### config.mk
export PLATFORM = sky130hd
export DESIGN_NAME = gcd_sqrt_cell
export DESIGN_NICKNAME = d
export VERILOG_FILES = /design/src/design/gcd_pkg.sv /design/src/design/gcd_sqrt_cell.sv
export SDC_FILE = /design/constraint.sdc
export NUM_CORES = 1
export LEC_CHECK = 0
export ABC_AREA = 1
export BUFFER_PORTS_ARGS = -buffer_cell sky130_fd_sc_hd__buf_2
export CORE_AREA = 2 2 197 199
export DETAILED_ROUTE_END_ITERATION = 7
export DIE_AREA = 0 0 199 201
export GPL_TIMING_DRIVEN = 0
export PLACE_DENSITY = 0.64
export REMOVE_ABC_BUFFERS = 1
export SLEW_MARGIN = 10
export SYNTH_ARGS = -nofsm -noshare
export SYNTH_HDL_FRONTEND = slang
export SYNTH_SLANG_ARGS = --single-unit
### constraint.sdc
create_clock -name clk_i -period 2.3 [get_ports clk_i]
set_input_delay 0.115 -clock clk_i [delete_from_list [all_inputs] [get_ports clk_i]]
set_output_delay 0.115 -clock clk_i [all_outputs]
set_load 0.03 [all_outputs]
### src/design/gcd_pkg.sv
// Shared types, constants and elaboration-time tables for the great-circle distance block.
`default_nettype none
package gcd_pkg;

  localparam int CORDIC_STAGES_DEF = 32;
  localparam int SQRT_BITS = 62;
  localparam int PADDR_W = 3;

  localparam logic [63:0] PI_Q60 = 64'h3243_F6A8_885A_308D;
  localparam logic [63:0] ONE_Q60 = 64'h1000_0000_0000_0000;
  localparam logic [31:0] PI_HI = 32'h3243_F6A8;
  localparam logic [31:0] PI_LO = 32'h885A_308D;
  localparam logic [127:0] ONE_Q120 = 128'h0100_0000_0000_0000_0000_0000_0000_0000;
  localparam logic [35:0] DIST_MAX = 36'd52707178000;
  localparam logic [23:0] RADIUS_RESET = 24'd6371000;
  localparam logic [33:0] MM_PER_M = 34'd1000;

  // register index decoded from paddr[2]
  localparam logic REG_RADIUS = 1'b0;

  typedef struct packed {
    logic signed [63:0] x;
    logic signed [63:0] y;
    logic signed [63:0] z;
  } cordic_vec_t;

  typedef struct packed {
    logic [63:0]            rem;
    logic [SQRT_BITS-1:0]   root;
    logic [2*SQRT_BITS-1:0] opnd;
  } sqrt_state_t;

  function automatic logic [63:0] mag64(input logic signed [63:0] v);
    logic [63:0] r;
    r = v[63] ? 64'(-v) : 64'(v);
    return r;
  endfunction

  // shift-subtract long division, elaboration use only
  function automatic logic [63:0] udiv64(input logic [63:0] n, input logic [63:0] d);
    logic [64:0] rem;
    logic [63:0] q;
    rem = '0;
    q = '0;
    for (int i = 63; i >= 0; i--) begin
      rem = {rem[63:0], n[i]};
      if (rem >= {1'b0, d}) begin
        rem = rem - {1'b0, d};
        q[i] = 1'b1;
      end
    end
    return q;
  endfunction

  // atan(2^-i) in Q60 by truncated series
  function automatic logic signed [63:0] atan_q60(input int i);
    logic [63:0] p;
    logic [63:0] sum;
    logic [63:0] term;
    logic [63:0] k;
    if (i == 0) return PI_Q60 >> 2;
    p = 64'd1 << (60 - i);
    sum = '0;
    k = '0;
    for (int s = 0; s < 64; s++) begin
      if (p != 64'd0) begin
        term = udiv64(p, (k << 1) + 64'd1);
        if (k[0]) sum = sum - term;
        else sum = sum + term;
        p = (p >> i) >> i;
        k = k + 64'd1;
      end
    end
    return sum;
  endfunction

  // inverse CORDIC gain in Q60 for n stages
  function automatic logic [63:0] gain_q60(input int n);
    logic signed [63:0] x;
    logic signed [63:0] y;
    logic signed [63:0] z;
    logic signed [63:0] dx;
    logic signed [63:0] dy;
    logic [63:0] mx;
    logic [63:0] my;
    logic [127:0] s;
    logic [63:0] r;
    logic [63:0] cand;
    logic [63:0] rem;
    logic [63:0] q;
    x = ONE_Q60;
    y = '0;
    z = '0;
    for (int i = 0; i < n; i++) begin
      dx = y >>> i;
      dy = x >>> i;
      if (z >= 0) begin
        x = x - dx;
        y = y + dy;
        z = z - atan_q60(i);
      end else begin
        x = x + dx;
        y = y - dy;
        z = z + atan_q60(i);
      end
    end
    mx = mag64(x);
    my = mag64(y);
    s = {64'd0, mx} * {64'd0, mx} + {64'd0, my} * {64'd0, my};
    r = '0;
    for (int b = 61; b >= 0; b--) begin
      cand = r | (64'd1 << b);
      if ({64'd0, cand} * {64'd0, cand} <= s) r = cand;
    end
    rem = ONE_Q60;
    q = '0;
    for (int i = 0; i < 60; i++) begin
      rem = rem << 1;
      q = q << 1;
      if (rem >= r) begin
        rem = rem - r;
        q = q | 64'd1;
      end
    end
    return q;
  endfunction

endpackage
`default_nettype wire

### src/design/gcd_sqrt_cell.sv
// One digit of a restoring floor square root, registered.
`default_nettype none
module gcd_sqrt_cell (
  input  logic                clk_i,
  input  gcd_pkg::sqrt_state_t s_i,
  output gcd_pkg::sqrt_state_t s_o
);
  import gcd_pkg::*;

  sqrt_state_t s_d, s_q;
  logic [65:0] t;
  logic [65:0] trial;

  always_comb begin
    t = {s_i.rem, s_i.opnd[2*SQRT_BITS-1 -: 2]};
    trial = {2'b00, s_i.root, 2'b01};
    s_d.opnd = {s_i.opnd[2*SQRT_BITS-3:0], 2'b00};
    if (t >= trial) begin
      s_d.rem  = 64'(t - trial);
      s_d.root = {s_i.root[SQRT_BITS-2:0], 1'b1};
    end else begin
      s_d.rem  = t[63:0];
      s_d.root = {s_i.root[SQRT_BITS-2:0], 1'b0};
    end
  end

  always_ff @(posedge clk_i) begin
    s_q <= s_d;
  end

  assign s_o = s_q;
endmodule
`default_nettype wire

======== Word level (Yosys, flattened, before mapping) ========
Cells that the tools add are included.
Widths: inputs -> output; s select.
storage, ports and cells
  memories ................................ 0
  bits in registers ....................... 248
  ROM bits ................................ 0
  latch bits .............................. 0
  word-level logic and storage cells ...... 6
  bits of input ports ..................... 251
  memory bits (writable) .................. 0
cells by class
  reduce and logical (&&, ||, !) cells .... 0
  $add $sub $neg .......................... 1
  mux-type cells .......................... 1
  div/mod/pow operators ................... 0
  eq/ne operators ......................... 0
  magnitude comparators ................... 1
  $mul .................................... 0
  bitwise operators ....................... 0
  shift-type cells ........................ 0
operator list
  cell            number
  $mux 126        1
  $ge 66x64->1    1
  $sub 64x64->64  1

======== Depth between registers and ports, before layout ========
  depth after elaboration ................. 2
  mapped depth ............................ 18

======== Worst setup path after synthesis ========
No wires, ideal clock.
  path kind ............................... input to register
  start ................................... in s_i[159] (netlist name)
  end ..................................... reg s_q (netlist bit s_o[240])
  data required time ...................... 2187 ps
  arrival time ............................ 1648 ps
  path buffers ............................ 2
  setup slack ............................. 539 ps
  setup time .............................. 113 ps
  stages on the path ...................... 18
  cell sequence ........................... inv_1 ha_1 nand2_1 inv_1 nand2_1 nand2_1 nand2_1 nand2_1 nand2_1 nand2_1 nand2_1 nand2_1 nor2_1 nand2_4 buf_6 buf_12 nand3_2 nand2_1
RTL lines
  what                    RTL line             text
  start: declaration      gcd_sqrt_cell.sv:5   input gcd_pkg::sqrt_state_t s_i,
  end signal: assignment  gcd_sqrt_cell.sv:28  s_q <= s_d;
  end: declaration        gcd_sqrt_cell.sv:10  sqrt_state_t s_d, s_q;

==> run_results.csv <==
group,metric,value,unit
outcome,outcome,"finished, violations left",
outcome,failed_checks,"hold timing",
pwr,power_density,709,nW/µm²
pwr,power.internal,0.00872,W
setup_path,path_class,"input port to flip-flop",
synthesis,ys_seq_area_share,41.1,%
global_route,grt_pass1_vias,13500,
setup_path,cp-end-kind,"flip-flop",
final_layout,final_core_util,48.9,%
sta,rsz0062_at_grt,"no",
floorplan,start_util,31.7,%
synthesis,syn_avg_cell_area,6.64,µm²
global_route,antenna_found_initial,6,
synthesis,ys_ff_latch,248,
sta,finalHoldViolations,1,
placement,dpl_cell_area,15100,µm²
sta,worst_hold_slack,-131,ps
floorplan,die-area,40000,µm²
placement,routabilityCongestion,0.892,
synthesis,synth_edf_count,0,
placement,pre_cts_ws,-1520,ps
routing,vias,13300,
setup_path,worstSetupEndpoint,"s_o[232]",
synthesis,ys_top_cells_by_area,"dfxtp_1, nand2_1, inv_1",
final_layout,final_cell_mix,"nand2_1, buf_2, inv_1",
final_layout,layout_commonest_cell,"nand2_1",
final_layout,fillers,3773,
final_layout,fin_nets,2903,
clock_tree,cts_buffers,29,
global_route,grt_usage,26.1,%
sta,fmax,0.473,GHz
synthesis,ys_types,31,
routing,drt-vias-per-instance,4.25,
routing,wl_per_cell,17.2,µm
final_layout,final_area,18600,µm²
run,maxCapViolations,0,
clock_tree,clk_path_buf_depth,3,
sta,fin_crit,2110,ps
pwr,p_seq_share,36.4,%
clock_tree,htree_levels,1,
setup_path,crit_fanout,63,
final_layout,largest_register_ffs,248,
sta,fin_crit_sh,91.9,%
clock_tree,cts_hold_buf,246,
routing,drc,0,
global_route,grt_max_degree,64,
pwr,p_sw,0.00449,W
global_route,grt_first_pass_wirelength,78.8,mm
synthesis,netlist_instances,1817,
pwr,ir_drop,0.000596,V
clock_tree,path_clk_slew,70,ps
pwr,cellLeakagePower,10.7,nW
synthesis,yosysWarnings,0,
clock_tree,cts_sinks,248,
sta,worst_slack,187,ps
clock_tree,clockRootBuffer,"clkbuf_16",
floorplan,die_y,201,µm
final_layout,area_delta_synth_final,54.5,%
floorplan,rows,72,
pwr,power,0.0132,W
routing,first_pass_iters,5,
synthesis,synth_area,12100,µm²
routing,wirelength,54.0,mm
synthesis,synth_top_area_cell,"dfxtp_1",
sta,slew_viol_final,0,
sta,setup_viol,0,
setup_path,worst_setup_path_start_kind,"input port",
setup_path,critPathLaunch,"s_i[131]",
floorplan,die_w,199,µm
global_route,gr-total-overflow,0,
sta,relSlewSlack,65.6,%
floorplan,core_area,38100,µm²
floorplan,io_pins,501,
final_layout,drive_above_1_share,23.7,%
pwr,p_sw_share,34.0,%
setup_path,arrival,2540,ps
pwr,combinationalPowerShare,28.8,%
min_path,min-delay-path-class,"input port to flip-flop",
routing,drt-initial-drc-count,575,
pwr,p_clk_share,34.8,%
routing,ant_nets,0,
clock_tree,cts_tree,"built",
sta,worst_slew_pin_slew,511,ps
placement,io_buffers,498,
setup_path,required,2730,ps
placement,hpwl,42.0,mm
synthesis,ys_async_sr_fraction,0,%
synthesis,synth_flop_cell,"dfxtp_1",
synthesis,yosysTopAreaCellShare,41.1,%
## worst min path at each step
stage                        start       end  slack, ps  depth (start not counted)
final                     s_i[122]  s_o[186]       -130                          3
after global routing      s_i[122]  s_o[186]       -110                          3
after CTS                 s_i[122]  s_o[186]       -160                          3
after detailed placement   s_i[66]   s_o[68]        220                          1
after global placement     s_i[40]   s_o[42]        220                          1
after floorplan            s_i[98]  s_o[100]        140                          0
## per-layer routing
metal	track usage [%]	share of wire, %	vias to the layer above
li1	-	-	6900
met1	31.6	43	5894
met2	46.9	48	411
met3	4.33	6.1	81
met4	7.86	3.2	6
met5	0	0.069	-
## power groups by stage
stage	Combinational (W)	Clock [W]	Sequential [W]
6_report	0.00381	0.00459	0.00481
5_1_grt	0.00413	0.00485	0.00484
4_1_cts	0.00379	0.00466	0.00481
3_5_place_dp	0.00343	0	0.00489
3_3_place_gp	0.00343	0	0.00489
2_1_floorplan	0.00133	0	0.00573
## area by class of cell
type	count	area, µm²	area share [%]
Antenna cell	6	15.0	0.0805
Clock inverter	12	150	0.805
Tap cell	518	648	3.48
Multi-Input combinational cell	1160	5550	29.8
Timing Repair Buffer	752	5010	26.9
Sequential cell	248	4960	26.6
Inverter	397	1520	8.13
Clock buffer	37	786	4.21
## synth_stat cells, types with 5 or more instances
library cell / count
dfxtp_1: 248
and2_1: 5
buf_2: 9
nand4_1: 10
nand2_1: 762
a21oi_1: 40
inv_2: 21
o21ai_0: 5
nand3b_1: 16
ha_1: 64
inv_1: 375
nor2_2: 17
nand3_1: 68
nand3_2: 11
xor2_1: 29
nand2_2: 8
nor3_1: 10
nor2_1: 96
## repair_timing
item,in CTS,in global routing
gates resized for setup,7,4
hold endpoints to repair,247,1
setup endpoints to repair,63,59
buffers inserted,0,8
pin swaps,1,1
cloned,1,2
## worst max-delay path, cell delays in order
cell	delay, ps
buf_2	90
inv_1	40
ha_1	350
nand2_2	120
nor2_2	180
nand3_1	110
nand3_2	150
nand2_1	80
nand2_2	120
nand2_1	110
nand2_1	190
nand2_4	180
nand2_8	180
clkinv_16	140
nand2_1	150
nand2_1	120
## through the flow
step | cells | TNS [ps] | hold WS, ps
floorplan | 1802 | -6450 | 143
global placement | 2818 | -89400 | 217
detailed placement | 2818 | -86970 | 219
CTS | 3114 | 0 | -158
global route | 3124 | 0 | -111
finish | 3130 | 0 | -131
## kinds of logic after synthesis
group / after synthesis / synth area share (%)
other: 1 / 0.0311
buffers and inverters: 413 / 13.4
flip-flops: 248 / 41.1
adder cells (fa/ha/maj): 64 / 6.64
AND/OR/NAND/NOR: 1015 / 34.7
XOR/XNOR: 30 / 2.18
AO/OA/AOI/OAI: 46 / 1.93
(Power assumes the default switching activity.)
