File: config.mk
export PLATFORM = sky130hd
export DESIGN_NAME = gcd_cordic_cell
export DESIGN_NICKNAME = d
export VERILOG_FILES = /design/src/design/gcd_pkg.sv /design/src/design/gcd_cordic_cell.sv
export SDC_FILE = /design/constraint.sdc
export NUM_CORES = 1
export LEC_CHECK = 0
export BUFFER_PORTS_ARGS = -buffer_cell sky130_fd_sc_hd__buf_2
export CAP_MARGIN = 20
export CORE_UTILIZATION = 25
export CTS_BUF_LIST = sky130_fd_sc_hd__clkbuf_4 sky130_fd_sc_hd__clkbuf_8
export CTS_CLUSTER_DIAMETER = 40
export DETAILED_ROUTE_END_ITERATION = 10
export GPL_TIMING_DRIVEN = 0
export PLACE_DENSITY_LB_ADDON = 0.08
export SYNTH_ARGS = -nofsm -noshare
export SYNTH_HDL_FRONTEND = slang
export SYNTH_SLANG_ARGS = --single-unit
File: constraint.sdc
create_clock -name clk_i -period 6.8 [get_ports clk_i]
set_clock_uncertainty 0.05 [all_clocks]
set_input_delay 1.36 -clock clk_i [delete_from_list [all_inputs] [get_ports clk_i]]
set_output_delay 1.36 -clock clk_i [all_outputs]
set_load 0.03 [all_outputs]
File: src/design/gcd_pkg.sv
// Shared types, constants and elaboration-time tables for the great-circle distance block.
`default_nettype none
package gcd_pkg;

  localparam int CORDIC_STAGES_DEF = 32;
  localparam int SQRT_BITS = 62;
  localparam int PADDR_W = 3;

  localparam logic [63:0] PI_Q60 = 64'h3243_F6A8_885A_308D;
  localparam logic [63:0] ONE_Q60 = 64'h1000_0000_0000_0000;
  localparam logic [31:0] PI_HI = 32'h3243_F6A8;
  localparam logic [31:0] PI_LO = 32'h885A_308D;
  localparam logic [127:0] ONE_Q120 = 128'h0100_0000_0000_0000_0000_0000_0000_0000;
  localparam logic [35:0] DIST_MAX = 36'd52707178000;
  localparam logic [23:0] RADIUS_RESET = 24'd6371000;
  localparam logic [33:0] MM_PER_M = 34'd1000;

  // register index decoded from paddr[2]
  localparam logic REG_RADIUS = 1'b0;

  typedef struct packed {
    logic signed [63:0] x;
    logic signed [63:0] y;
    logic signed [63:0] z;
  } cordic_vec_t;

  typedef struct packed {
    logic [63:0]            rem;
    logic [SQRT_BITS-1:0]   root;
    logic [2*SQRT_BITS-1:0] opnd;
  } sqrt_state_t;

  function automatic logic [63:0] mag64(input logic signed [63:0] v);
    logic [63:0] r;
    r = v[63] ? 64'(-v) : 64'(v);
    return r;
  endfunction

  // shift-subtract long division, elaboration use only
  function automatic logic [63:0] udiv64(input logic [63:0] n, input logic [63:0] d);
    logic [64:0] rem;
    logic [63:0] q;
    rem = '0;
    q = '0;
    for (int i = 63; i >= 0; i--) begin
      rem = {rem[63:0], n[i]};
      if (rem >= {1'b0, d}) begin
        rem = rem - {1'b0, d};
        q[i] = 1'b1;
      end
    end
    return q;
  endfunction

  // atan(2^-i) in Q60 by truncated series
  function automatic logic signed [63:0] atan_q60(input int i);
    logic [63:0] p;
    logic [63:0] sum;
    logic [63:0] term;
    logic [63:0] k;
    if (i == 0) return PI_Q60 >> 2;
    p = 64'd1 << (60 - i);
    sum = '0;
    k = '0;
    for (int s = 0; s < 64; s++) begin
      if (p != 64'd0) begin
        term = udiv64(p, (k << 1) + 64'd1);
        if (k[0]) sum = sum - term;
        else sum = sum + term;
        p = (p >> i) >> i;
        k = k + 64'd1;
      end
    end
    return sum;
  endfunction

  // inverse CORDIC gain in Q60 for n stages
  function automatic logic [63:0] gain_q60(input int n);
    logic signed [63:0] x;
    logic signed [63:0] y;
    logic signed [63:0] z;
    logic signed [63:0] dx;
    logic signed [63:0] dy;
    logic [63:0] mx;
    logic [63:0] my;
    logic [127:0] s;
    logic [63:0] r;
    logic [63:0] cand;
    logic [63:0] rem;
    logic [63:0] q;
    x = ONE_Q60;
    y = '0;
    z = '0;
    for (int i = 0; i < n; i++) begin
      dx = y >>> i;
      dy = x >>> i;
      if (z >= 0) begin
        x = x - dx;
        y = y + dy;
        z = z - atan_q60(i);
      end else begin
        x = x + dx;
        y = y - dy;
        z = z + atan_q60(i);
      end
    end
    mx = mag64(x);
    my = mag64(y);
    s = {64'd0, mx} * {64'd0, mx} + {64'd0, my} * {64'd0, my};
    r = '0;
    for (int b = 61; b >= 0; b--) begin
      cand = r | (64'd1 << b);
      if ({64'd0, cand} * {64'd0, cand} <= s) r = cand;
    end
    rem = ONE_Q60;
    q = '0;
    for (int i = 0; i < 60; i++) begin
      rem = rem << 1;
      q = q << 1;
      if (rem >= r) begin
        rem = rem - r;
        q = q | 64'd1;
      end
    end
    return q;
  endfunction

endpackage
`default_nettype wire

File: src/design/gcd_cordic_cell.sv
// One CORDIC micro-rotation, rotation or vectoring mode, registered.
`default_nettype none
module gcd_cordic_cell #(
  parameter int IDX    = 0,
  parameter bit VECTOR = 1'b0
) (
  input  logic                clk_i,
  input  gcd_pkg::cordic_vec_t v_i,
  output gcd_pkg::cordic_vec_t v_o
);
  import gcd_pkg::*;

  localparam logic signed [63:0] Atan = atan_q60(IDX);

  cordic_vec_t v_d, v_q;
  logic signed [63:0] dx, dy;
  logic plus;

  always_comb begin
    dx = v_i.y >>> IDX;
    dy = v_i.x >>> IDX;
    plus = VECTOR ? !v_i.y[63] : v_i.z[63];
    if (plus) begin
      v_d.x = v_i.x + dx;
      v_d.y = v_i.y - dy;
      v_d.z = v_i.z + Atan;
    end else begin
      v_d.x = v_i.x - dx;
      v_d.y = v_i.y + dy;
      v_d.z = v_i.z - Atan;
    end
  end

  always_ff @(posedge clk_i) begin
    v_q <= v_d;
  end

  assign v_o = v_q;
endmodule
`default_nettype wire

---- Yosys cells after proc, flatten, opt, wreduce, memory -nomap -nowiden ----
Cells that the tools add are included.
cells by class
  add/subtract/negate cells ............... 5
  muxes and demuxes ....................... 1
operator list
  kind                                                 count
  2-to-1 mux 192 bit                                   1
  subtractor 64 bit                                    2
  adder 64 x 61 -> 64 bit, second input constant       1
  adder 64 bit                                         1
  subtractor 64 x 61 -> 64 bit, second input constant  1
storage, ports and cells
  output and inout bits ................... 192
  bits in registers ....................... 192
  logic and storage cells ................. 9

---- Logic depth before layout (Yosys ltp) ----
Gate-level depths: netlist of the first run.
  word-level depth ........................ 2
  depth in mapped cells ................... 17

---- Worst setup path before layout of the first run ----
Ideal clock, no wire load.
  path type ............................... in2reg
  start ................................... input port v_i[63] (netlist bit)
  end ..................................... register v_q (netlist bit v_o[58])
  path slack .............................. 1.063 ns
  buffers on the path ..................... 2
  cell stages on the path ................. 16
  required time ........................... 6.623 ns
  arrival time ............................ 5.560 ns
  cells stage by stage .................... clkbuf_1 inv_2 clkbuf_1 ha_1 a21oi_1 o21ai_0 o2111ai_1 and4bb_2 o31ai_2 a221o_2 a31oi_2 nor3_2 a41o_1 a41oi_1 o21ai_0 xor2_1
RTL lines
  what                    line                   RTL
  start: declaration      gcd_cordic_cell.sv:8   input gcd_pkg::cordic_vec_t v_i,
  end signal: assignment  gcd_cordic_cell.sv:35  v_q <= v_d;
  end: declaration        gcd_cordic_cell.sv:15  cordic_vec_t v_d, v_q;

==> qor.txt, run 1 <==
Clock-pin slew on the worst setup and hold paths: 0.12 ns
Fraction of the cycle the final worst path needs: 90.3%
Cts hold-fix bufs: 0
Fmax achieved: 0.163 GHz
CP Class: input port to flip-flop
Post-Place Cells: 4015
Part of the power in the clock network: 16.6%
Final worst slack: 0.662 ns
Async set or reset register ratio after synthesis: 0%
Total number of vias: 21100
Top Ports: 385
CP Max Fanout: 46
WL per Instance: 23.0 um
GRT overflow: 0
Yosys warns: 0
Core Box Area: 0.0759 sq mm
# nets final: 3452
Top post-synthesis cells by area: dfxtp_1 20%, ha_1 16%, a21oi_1 9.2%
Clock Sinks: 191
Largest net degree at the start of global routing: 47
Die width: 279 um
Yosys top cell area share: 19.9%
Main flop type after synthesis: dfxtp_1
DPL Wire Length: 77.2 mm
Startpoint Class: input port
Leakage power total: 10.5 nW
GR Layer Usage met3: 3.49%
Synth Register Bits: 191
Pre-CTS WS: -0.709 ns
Area Overhead vs Synth: 19.0%
Clock Path Buffers: 2
Worst Path Required: 7.24 ns
Grt met1 use: 32.2%
Max Cap Viol: 0
Global-route wire length before repair: 136 mm
HP Start: v_i[0]
Fin. Hold Viols: 0
Pwr per Cell Area: 217 mW/mm^2
Syn_area_per_cell: 7.38 sq um
Worst-margin pin slew: 1.23 ns
Post-Syn Instances: 2599
Comb power frac: 53.9%
H-Tree Depth: 4
Met2 usage: 37.5%
Most Used Layer, Global Route: met2
GRT Total Usage: 23.4%
Final Max Slew Viols: 0
CTS tree: done
Minimum hold slack: 0.894 ns
Arrival time at the worst endpoint: 6.57 ns
Netlist cell types: 85
Tot Pwr: 0.00495 W
Number of flip-flops in the largest register: 191
Die H: 279 um
Fin Setup TNS: 0 ns
Sequential power share: 29.5%
Syn_nets: 3048
DR iter-0 viols: 1573
Inserted Clock Buffers: 17
RSZ-0062 raised after global routing: false
Critical path origin: v_i[63]
# rows: 101
Worst Setup End Kind: flip-flop
Vias in the first global route: 20700
Full die area: 0.0779 sq mm
Initial antenna violation count: 15
DRC Markers: 0
Layout cells sized above 1: 16.1%
Post-layout min period: 6.14 ns
Top-count cell post-synth: a21oi_1
Final setup vio count: 0
Switch share: 50.1%
Hold Path Class: input port to flip-flop
Starting density of the core: 25.3%
Post-synthesis sequential area ratio: 19.9%
Worst slew margin relative to its limit: 17.7%
Final cell count without fillers: 4050
Top cells by count, synth: 352 x a21oi_1, 252 x ha_1, 239 x nor2_1
DRT antenna net count: 0
Buffers on Ports: 384
Worst ir drop on vdd: 132 uV
Final wirelength: 93.2 mm
Clock tree root driver cell: clkbuf_8
Status: finished, final reports clean
EDFF count, synth: 0
Psw: 0.00248 W
Vias per cell: 5.20
GPL Wtd Cong: 0.927
Leading area contributor after synthesis: dfxtp_1
Internal power: 0.00247 W
DR pass1 iterations: 5
Mapped Area: 0.0192 sq mm
## per-stage QoR
step	area (sq um)	utilization (%)
2_1_floorplan	19200	-
3_3_place_gp	22400	29.5
3_5_place_dp	22400	29.6
4_1_cts	22800	30.1
5_1_grt	22800	30.1
6_report	22800	30.1
## cell type report
class                   instances  area, sq um
diodes                          4         10.0
plain buffers                 106          442
clock buffers                  21          270
clock inverters                11          101
fillers                      8482        53100
inverters                     218          818
multi-input cells            2083        14100
flip-flops and latches        191         3820
well taps                    1030         1290
repair buffers                386         1970
## critical path, cell delays in order
cell	delay (ns)
buf_4	0.52
inv_2	0.25
clkbuf_4	0.57
ha_1	0.58
a21oi_1	0.25
o21ai_0	0.25
o2111ai_1	0.24
and4bb_2	0.38
o31ai_2	0.11
a221o_2	0.42
a31oi_2	0.32
nor3_2	0.11
a41o_1	0.32
a41oi_1	0.42
o21ai_0	0.17
xor2_1	0.17
## power by group through the flow
stage	combinational [W]	sequential [W]	clock [W]
2_1_floorplan	0.00115	0.00204	0
3_3_place_gp	0.00266	0.00149	0
3_5_place_dp	0.00264	0.00149	0
4_1_cts	0.00266	0.00147	0.000864
5_1_grt	0.00285	0.00149	0.000896
6_report	0.00267	0.00146	0.000821
## metal layers
metal  vias up  share of wire, %
met5         -             0.087
met4        12               2.1
met3        99               5.8
met2       777                45
met1     10200                47
li1      10000                 -
## worst paths after layout
check	endpoint	cells past startpoint
max	v_o[62]	16
min	v_o[0]	2
## cell families (layout without fill, tap and decap cells)
family,count (synthesis),count (layout),share of synthesized area [%]
compound gates,923,923,29.9
buf+inv,325,742,6.56
fa+ha+maj,256,256,16.8
xor+xnor,182,182,8.31
other cells,0,4,0
flops,191,191,19.9
mux,29,29,1.54
simple gates,693,693,16.9
## cells in the final DEF, fill, tap and decap left out, types with 6 or more instances in the layout
| master | instances |
|---|---|
| nand2b_1 | 25 |
| nor2b_1 | 19 |
| and3_1 | 11 |
| a221oi_1 | 9 |
| nand4_1 | 54 |
| or3_1 | 15 |
| buf_2 | 407 |
| inv_1 | 206 |
| buf_1 | 14 |
| ha_1 | 252 |
| a221o_1 | 7 |
| or2_2 | 6 |
| o21ai_1 | 9 |
| xor2_1 | 39 |
| a211oi_1 | 20 |
| nor4_1 | 25 |
| nand2_1 | 182 |
| a31oi_1 | 19 |
| o221ai_1 | 6 |
| clkinv_1 | 9 |
| clkbuf_8 | 18 |
| o21a_1 | 31 |
| mux2i_1 | 25 |
| clkbuf_1 | 63 |
| o211ai_1 | 13 |
| o21ai_0 | 183 |
| o21bai_1 | 59 |
| dfxtp_1 | 191 |
| a211o_1 | 6 |
| and2_1 | 15 |
| a31o_2 | 7 |
| nor3_1 | 45 |
| a21oi_1 | 352 |
| o31a_1 | 7 |
| nor2_1 | 239 |
| xnor2_1 | 143 |
| a21boi_0 | 7 |
| a21o_1 | 86 |
| o31ai_1 | 32 |
| nand3_1 | 36 |
## what timing repair did
item / 4_1_cts / 5_1_grt
gates resized for setup: 1 / 0
buffers inserted: 0 / 0
endpoints found under the setup margin: 2 / 2
Power figures use the tool's default switching activity.
==> inputs of run 2 (changes only) <==
--- a/config.mk
+++ b/config.mk
@@ -13,6 +13,7 @@
 export DETAILED_ROUTE_END_ITERATION = 10
 export GPL_TIMING_DRIVEN = 0
 export PLACE_DENSITY_LB_ADDON = 0.08
+export RECOVER_POWER = 25
 export SYNTH_ARGS = -nofsm -noshare
 export SYNTH_HDL_FRONTEND = slang
 export SYNTH_SLANG_ARGS = --single-unit
==> run 2 against run 1 <==
  * Sequential share of layout area rose by 0.090 points
  * Utilization fell by 0.16 points
  * First-iteration DRC count fell by 1.7%
  * Non-clock buffer count did not move
  * Sequential power barely moved
  * Count of clock-buffer cells in the layout did not move
==> qor.txt, run 2 (synthesized netlist as in run 1, its figures left out) <==
Hold Path Class: input port to flip-flop
Post-Place Cells: 4015 (unchanged)
Final cell count without fillers: 4048 (-0.049%)
Layout cells sized above 1: 13.0% (-3.1 points)
# rows: 101 (unchanged)
H-Tree Depth: 4 (unchanged)
DR pass1 iterations: 5 (unchanged)
Worst slew margin relative to its limit: 17.4% (-0.34 points)
CP max stage cell: ha_1
Met2 usage: 37.5% (unchanged)
GR Layer Usage met3: 3.49% (unchanged)
Buffers on Ports: 384 (unchanged)
Starting density of the core: 25.3% (unchanged)
RSZ-0062 raised after global routing: false
Clock Path Buffers: 2 (unchanged)
Worst ir drop on vdd: 132 uV (about the same)
Total setup buffers inserted after CTS: 0 (unchanged)
CP peak stage delay: 0.58 ns (about the same)
Leakage power total: 10.2 nW (-2.5%)
Worst Path Required: 7.23 ns (about the same)
# nets final: 3452 (unchanged)
Worst Setup End Kind: flip-flop
Die width: 279 um (unchanged)
Area after DPL: 0.0224 sq mm (unchanged)
DRC Markers: 0 (unchanged)
DR iter-0 viols: 1547 (-1.7%)
Final setup vio count: 0 (unchanged)
Number of flip-flops in the largest register: 191 (unchanged)
Vias in the first global route: 20700 (unchanged)
Area Overhead vs Synth: 18.3%
CTS tree: done
GRT Total Usage: 23.4% (unchanged)
Most frequent cells in the layout: 352 x a21oi_1, 313 x buf_2, 252 x ha_1, 239 x nor2_1, 206 x inv_1
Clock Sinks: 191 (unchanged)
Die H: 279 um (unchanged)
Cell area after layout: 0.0227 sq mm (-0.54%)
Fmax achieved: 0.163 GHz (about the same)
Max Cap Viol: 0 (unchanged)
DPL Wire Length: 77.2 mm (unchanged)
Inserted Clock Buffers: 17 (unchanged)
Vias per cell: 5.19 (-0.25%)
Most frequent CP cell: o21ai_0
Initial antenna violation count: 15 (unchanged)
Clock tree root driver cell: clkbuf_8
Most common cell after layout, fill and taps aside: a21oi_1
Startpoint Class: input port
Grt met1 use: 32.2% (unchanged)
Full die area: 0.0779 sq mm (unchanged)
Fin. Hold Viols: 0 (unchanged)
Fraction of the cycle the final worst path needs: 90.3% (about the same)
DRT antenna net count: 0 (unchanged)
Cts hold-fix bufs: 0 (unchanged)
Final Core Density: 29.9% (-0.16 points)
Clock-pin slew on the worst setup and hold paths: 0.12 ns (about the same)
Tot Pwr: 0.00491 W (-0.72%)
CP Max Fanout: 46 (unchanged)
WL per Instance: 23.0 um (+0.15%)
Top Ports: 385 (unchanged)
CP Cell Sequence: buf_4, inv_2, clkbuf_4, ha_1, a21oi_1, o21ai_0, o2111ai_1, and4bb_2, o31ai_2, a221o_2, a31oi_2, nor3_2, a41o_1, a41oi_1, o21ai_0, xor2_1
Most Used Layer, Global Route: met2
Status: finished, final reports clean
Pwr per Cell Area: 216 mW/mm^2 (-0.19%)
Arrival time at the worst endpoint: 6.57 ns (about the same)
Total number of vias: 21000 (-0.30%)
GRT overflow: 0 (unchanged)
Core Box Area: 0.0759 sq mm (unchanged)
Global-route wire length before repair: 136 mm (unchanged)
Largest net degree at the start of global routing: 47 (unchanged)
Final Max Slew Viols: 0 (unchanged)
Final wirelength: 93.3 mm (about the same)
GPL Wtd Cong: 0.927 (unchanged)
Post-layout min period: 6.14 ns (+0.000356 ns)
Worst-margin pin slew: 1.24 ns (+0.00515 ns)
CP Class: input port to flip-flop
-- run 2: changes by cell type in the layout (fill, tap and decap cells not counted) --
| cell | before | now |
|---|---|---|
| clkbuf_1 | 63 | 157 |
| buf_2 | 407 | 313 |
| diode_2 | 4 | 2 |
-- run 2: per-layer routing --
| layer | routed length [um] | vias up | share of wire, % |
|---|---|---|---|
| met5 | 78 | - | 0.084 |
| met4 | 2100 | 12 | 2.3 |
| met3 | 5350 | 103 | 5.7 |
| met2 | 41900 | 755 | 45 |
| met1 | 43900 | 10100 | 47 |
| li1 | - | 10000 | - |
-- run 2: through the flow --
stage / setup TNS [ns] / setup slack (ns) / hold WS [ns]
floorplan: 0 / 1.06 / 1.37
global placement: -75.70 / -2.37 / 1.51
detailed placement: -6.28 / -0.709 / 1.51
CTS: 0 / 0.233 / 0.846
global route: 0 / 0.487 / 0.907
finish: 0 / 0.662 / 0.909
-- run 2: path summary, 6_finish.rpt --
| kind | slack, ns | from | cells past startpoint | to |
|---|---|---|---|---|
| hold / removal | 0.91 | v_i[0] | 2 | v_o[0] |
| setup / recovery | 0.66 | v_i[63] | 16 | v_o[62] |
-- run 2: repair_timing --
action,in CTS,in global routing
endpoints found under the setup margin,2,2
endpoints found under the hold margin,0,0
gates resized for setup,1,0
-- run 2: critical path: cells and delay by family --
family,cells,cell delay (ns)
compound gates,9,2.49
xor+xnor,1,0.17
fa+ha+maj,1,0.58
buf+inv,3,1.34
simple gates,2,0.49
-- run 2: layout make-up --
cell class / instances / area (sq um)
Tap cell: 1030 / 1290
Buffer: 106 / 442
Clock buffer: 21 / 270
Inverter: 218 / 818
Antenna cell: 2 / 5.00
Multi-Input combinational cell: 2083 / 14100
Sequential cell: 191 / 3820
Fill cell: 8518 / 53200
Timing Repair Buffer: 386 / 1850
Clock inverter: 11 / 101
-- run 2: power breakdown --
| group | switching, W | total (W) | internal [W] | leakage [nW] |
|---|---|---|---|---|
| Combinational | 0.00187 | 0.00263 | 0.000761 | 8.43 |
| Sequential | 0.0000779 | 0.00147 | 0.00139 | 1.61 |
| Clock | 0.000532 | 0.000819 | 0.000286 | 0.187 |
| Total | 0.00248 | 0.00491 | 0.00244 | 10.2 |
